$ cat config.mk
export PLATFORM = sky130hd
export DESIGN_NAME = snv_lane
export DESIGN_NICKNAME = d
export VERILOG_FILES = /design/src/rtl/snv_pkg.sv /design/src/rtl/snv_lane.sv
export SDC_FILE = /design/constraint.sdc
export NUM_CORES = 2
export LEC_CHECK = 0
export BUFFER_PORTS_ARGS = -buffer_cell sky130_fd_sc_hd__buf_2
export CAP_MARGIN = 20
export CORE_ASPECT_RATIO = 1.2
export CORE_MARGIN = 5
export CORE_UTILIZATION = 40
export CTS_CLUSTER_SIZE = 28
export DETAILED_ROUTE_END_ITERATION = 6
export PLACE_DENSITY = 0.66
export SYNTH_ARGS = -nofsm -noshare
export SYNTH_HDL_FRONTEND = slang
export SYNTH_SLANG_ARGS = --single-unit
export TNS_END_PERCENT = 30
$ cat constraint.sdc
create_clock -name clk_i -period 5.2 [get_ports clk_i]
set_clock_uncertainty 0.15 [all_clocks]
set_input_delay 0.26 -clock clk_i [delete_from_list [all_inputs] [get_ports clk_i]]
set_output_delay 0.26 -clock clk_i [all_outputs]
set_load 0.01 [all_outputs]
$ cat src/rtl/snv_pkg.sv
// Shared constants and types for the stereographic vector normaliser.
`timescale 1ns / 1ps
package snv_pkg;

  // Fixed-point format of features and results
  localparam int FracBits = 12;
  localparam int DataW    = 16;
  localparam int MagW     = 16;
  localparam int CfgW     = 16;
  localparam logic [CfgW-1:0] RadiusReset = CfgW'(1 << FracBits);

  // Element count: four plain features plus the extra coordinate
  localparam int Lanes = 5;
  localparam int FeatLanes = 4;

  // Internal widths: square, sum of squares, k = 4*r*r, denominator
  localparam int SqW  = 2 * MagW;
  localparam int SW   = SqW + 1;
  localparam int KW   = 2 * CfgW + 2;
  localparam int DenW = KW + 1;
  localparam int NumW = (DenW + FracBits > KW + MagW) ? DenW + FracBits : KW + MagW;

  // Divider: 16 quotient bits, one per stage, plus the loading stage
  localparam int QW     = 16;
  localparam int RW     = NumW + 2;
  localparam int LaneSt = QW + 1;

  // Front end stages and total register stages up to the output register
  localparam int FrontSt = 3;
  localparam int NStages = FrontSt + LaneSt + 1;

  // Saturation limits of the signed result magnitude
  localparam logic [QW-1:0] PosLimit = QW'(32767);
  localparam logic [QW-1:0] NegLimit = QW'(32768);

  // Per-lane sideband carried alongside the divider data
  typedef struct packed {
    logic neg;
    logic zero;
  } snv_side_t;

endpackage

$ cat src/rtl/snv_lane.sv
// One divider lane: rounded quotient, one bit per pipeline stage after the load stage.
`timescale 1ns / 1ps
module snv_lane import snv_pkg::*; (
  input  logic              clk_i,
  input  logic [LaneSt-1:0] en_i,
  input  logic [NumW-1:0]   num_i,
  input  logic [DenW-1:0]   den_i,
  input  snv_side_t         side_i,
  output logic [QW-1:0]     quo_o,
  output logic              ovf_o,
  output snv_side_t         side_o
);

  logic [RW-1:0]   rem_q  [LaneSt];
  logic [RW-1:0]   div_q  [LaneSt];
  logic [QW-1:0]   quo_q  [LaneSt];
  logic            ovf_q  [LaneSt];
  snv_side_t       side_q [LaneSt];

  // Load: rounding folded in as (2n + d) / (2d)
  always_ff @(posedge clk_i) begin
    if (en_i[0]) begin
      rem_q[0]  <= (RW'(num_i) << 1) + RW'(den_i);
      div_q[0]  <= RW'(den_i) << 1;
      quo_q[0]  <= '0;
      ovf_q[0]  <= 1'b0;
      side_q[0] <= side_i;
    end
  end

  // Restoring steps, most significant quotient bit first
  for (genvar j = 1; j < LaneSt; j++) begin : g_step
    localparam int B = QW - j;
    logic [RW-1:0] shifted;
    logic [RW:0]   trial;
    logic          take;
    logic          ovf_d;

    always_comb begin
      shifted = div_q[j-1] << B;
      trial   = {1'b0, rem_q[j-1]} - {1'b0, shifted};
      take    = !trial[RW];
    end

    // Quotient of 2^16 or more saturates in any case
    if (j == 1) begin : g_ovf
      assign ovf_d = rem_q[0] >= (div_q[0] << QW);
    end else begin : g_noovf
      assign ovf_d = ovf_q[j-1];
    end

    always_ff @(posedge clk_i) begin
      if (en_i[j]) begin
        rem_q[j]  <= take ? trial[RW-1:0] : rem_q[j-1];
        div_q[j]  <= div_q[j-1];
        quo_q[j]  <= {quo_q[j-1][QW-2:0], take};
        ovf_q[j]  <= ovf_d;
        side_q[j] <= side_q[j-1];
      end
    end
  end

  assign quo_o  = quo_q[LaneSt-1];
  assign ovf_o  = ovf_q[LaneSt-1];
  assign side_o = side_q[LaneSt-1];

endmodule
==> impl_metrics.ini <==
[clocking]
tritoncts = yes
clkTransAtPathRegs_ns = 0.06
clock-sinks = 1562
cts_setup_buffers = 0
numCtsBuffers = 172
htree_levels = 4
insertion_delay_ns = 0.82
cts_root_buf = clkbuf_16
cts_buffer_depth = 3

[run_status]
run_status = completed

[synth]
syn_area_mm2 = 0.08719
synth_area_leader_cell = edfxtp_1
syn-num-nets = 8692
ys.flop_type = edfxtp_1
synth.area.top_cells = edfxtp_1 (54%), ha_1 (9.0%), a21oi_1 (4.6%)
ys_seq_area_share_pct = 53.80
postSynthAreaPerCell_um2 = 10.98
yosysUniqueCellTypes = 86
syn_inst = 7943
ys_warn_count = 0
yosysTopAreaCellShare_pct = 53.80
ys_seq_elements = 1562
async_flop_share_pct = 0
synth-edff-count = 1562

[die]
start_util_pct = 40.24
dieHeight_um = 521.4
rows = 187
dieArea_mm2 = 0.2274
core_mm2 = 0.2167
pin_count = 124
die_w_um = 436.2

[power]
ir_worst_vdd_mv = 0.2831
power_leakage_nw = 39.27
powerDensity_mw_per_mm2 = 543.8
fin_total_pwr_mw = 53.61

[worst_setup_path]
endpoint_kind = flip-flop
critPathLaunchType = flip-flop
required_ns = 5.60
reg2reg_from = rem_q[0][173]$_DFFE_PP_
startpoint = rem_q[0][173]$_DFFE_PP_
reg2reg_depth = 13
r2r_slack_ns = 0.38
reg2reg_to = rem_q[0][231]$_DFFE_PP_
cp.arrival_ns = 5.22
path_max_fanout = 68
endpoint = rem_q[0][231]$_DFFE_PP_
path_class = reg2reg

[grt]
antenna_found_initial = 1
first_global_vias = 61870
grtUsageMet2_pct = 32.37
use_met1_pct = 16.21
grt_pass1_wl_um = 307700
grt_max_degree = 89
grt_use_total_pct = 16.41
top_usage_layer = met2
grt-ovfl-total = 0
grt.met3_usage_pct = 2.143

[final_layout]
syn_to_final_growth_pct = 13.06
nNetsFinal = 9016
drive_gt1_share_pct = 6.851

[timing]
max_freq_mhz = 207.4
rsz0062_at_grt = false
tns_ns = 0
worst_pin_slew_ns = 1.074
worst_slack_ns = 0.3788
maxSlewViolCount = 0
min_period_ns = 4.821
hold_viol_final = 0
setup_viol = 0
max_slew_margin_pct = 27.48
hold-worst-slack_ns = 0.09808
fin_crit_sh_pct = 92.72

[run]
cap_violations = 0

[routing]
vias_per_cell = 5.280
firstDrtPassIters = 5
drc = 0
ant_nets = 0
vias = 59367
drtIter0Drc = 3056
wl_per_cell_um = 16.84
wl_um = 189300

[placed_design]
post-place-ws_ns = 0.4726
place_hpwl_um = 147400
port_buffers = 123
gp_congestion = 0.9739

[worst_hold_path]
min_path_type = in2reg
[routing by layer]
metal / routed length (µm) / vias to the layer above
li1: - / 29724
met1: 69080 / 27669
met2: 102800 / 1362
met3: 5693 / 612
met4: 11720 / 0
met5: 0 / -
[layout by cell type, fill, tap and decap left out, types with 16 or more instances in the layout]
cell type,synthesis,routed
o21ai_0,524,524
a211o_1,16,16
o21a_1,65,64
fa_1,16,16
clkbuf_16,0,173
dlygate4sd3_1,0,157
and3_1,45,45
a31oi_1,62,61
bufinv_16,0,17
clkinv_2,0,30
and2_1,28,28
nand2b_1,100,100
a21oi_1,795,795
buf_4,3,86
nor2_1,557,556
nor4_1,36,34
nand4_1,122,122
or2_2,19,19
nor2b_1,84,84
ha_1,628,628
buf_2,6,107
o211ai_1,34,34
mux2_2,61,61
a21boi_0,17,17
clkbuf_1,190,33
xor2_1,279,279
edfxtp_1,1562,1562
nor3_1,117,117
a211oi_1,49,49
clkinv_1,2,34
inv_1,711,711
o31ai_1,48,48
nand3_1,101,101
a2111oi_0,18,16
xnor2_1,339,339
nand2_1,603,601
o21bai_1,82,82
or3_1,43,42
a21o_1,326,325
[power by group]
| part | switching [mW] | total (mW) | internal [mW] |
|---|---|---|---|
| combinational | 12.6 | 21.9 | 9.29 |
| sequential | 1.68 | 19.8 | 18.1 |
| clock | 4.97 | 12.0 | 7.00 |
| total | 19.2 | 53.6 | 34.4 |
[cell families (layout without fill, tap and decap cells)]
logic type,after synthesis,after routing,synth area share (%)
xor gates and xnor gates,618,618,6.208
buffers and inverters,924,1388,3.999
other,0,2,0
DFF,1562,1562,53.80
muxes,67,67,0.8567
AOI/OAI and AO/OA,2189,2189,15.27
adders and majority gates,644,644,9.379
and+or+nand+nor,1939,1939,10.48
[repair_timing]
action                    CTS  global route
hold endpoints to repair  979             0
hold buffers              157             0
gates resized for setup     0             0
[layout make-up]
type / instances / area (µm²)
well taps: 2835 / 3547
diodes: 2 / 5.005
repair buffers: 358 / 2913
clock buffers: 206 / 4453
inverters: 716 / 2688
clock inverters: 108 / 1186
multi-input cells: 5457 / 36880
fillers: 19447 / 118100
flip-flops and latches: 1562 / 46910
[critical path, cell delays in order (launching register included)]
cell and delay, ns:
edfxtp_1 0.39, ha_1 0.37, nand2_1 0.10, a211o_1 0.29
a211o_1 0.36, a211oi_1 0.67, a211oi_1 0.18, buf_4 0.20
o22ai_1 0.28, o211ai_1 0.18, a21o_1 0.23, nand3b_1 0.09
buf_4 0.56, mux2_2 0.42
[cell usage after synthesis, drive strengths merged (13+ instances only)]
master,number
nor3b,13
o2111ai,13
a21o,326
inv,714
o21a,65
and4,15
and3,45
edfxtp,1562
a21boi,18
nor3,121
a211o,16
clkbuf,190
or3,43
or4,14
o31ai,48
ha,628
nor4,37
and2,29
xnor2,339
o21ai,526
a2111oi,19
xor2,279
nand3,101
nand2,603
or2,20
o211ai,34
nor2,557
nor2b,84
mux2,61
buf,18
nand2b,100
a21oi,795
o21bai,82
a31oi,62
nand4,122
a211oi,49
fa,16
[flip-flops by register name, summed over array words and instances (netlist names)]
register / flops
rem_q: 832
div_q: 544
quo_q: 136
side_q: 34
ovf_q: 16
[how the worst min path moves through the flow]
stage	start	to	slack (ns)	cells after the start
floorplan	den_i[9]	div_q[0][10]$_DFFE_PP_	0.21	0
global placement	quo_q[1][114]$_DFFE_PP_	quo_q[2][3]$_DFFE_PP_	0.25	0
detailed placement	quo_q[0][97]$_DFFE_PP_	quo_q[0][114]$_DFFE_PP_	0.25	0
CTS	den_i[29]	div_q[0][30]$_DFFE_PP_	0.006	2
global route	den_i[32]	div_q[0][33]$_DFFE_PP_	0.03	2
finish	den_i[23]	div_q[0][24]$_DFFE_PP_	0.1	2
[metrics by stage]
stage               instances  cell area [µm²]  utilization (%)
global route            11243            98570            45.50
global placement        10771            91360            42.17
floorplan                7943            87190                -
finish                  11244            98580            45.50
CTS                     11242            98570            45.50
detailed placement      10771            91360            42.17
Power figures use the tool's default switching activity.
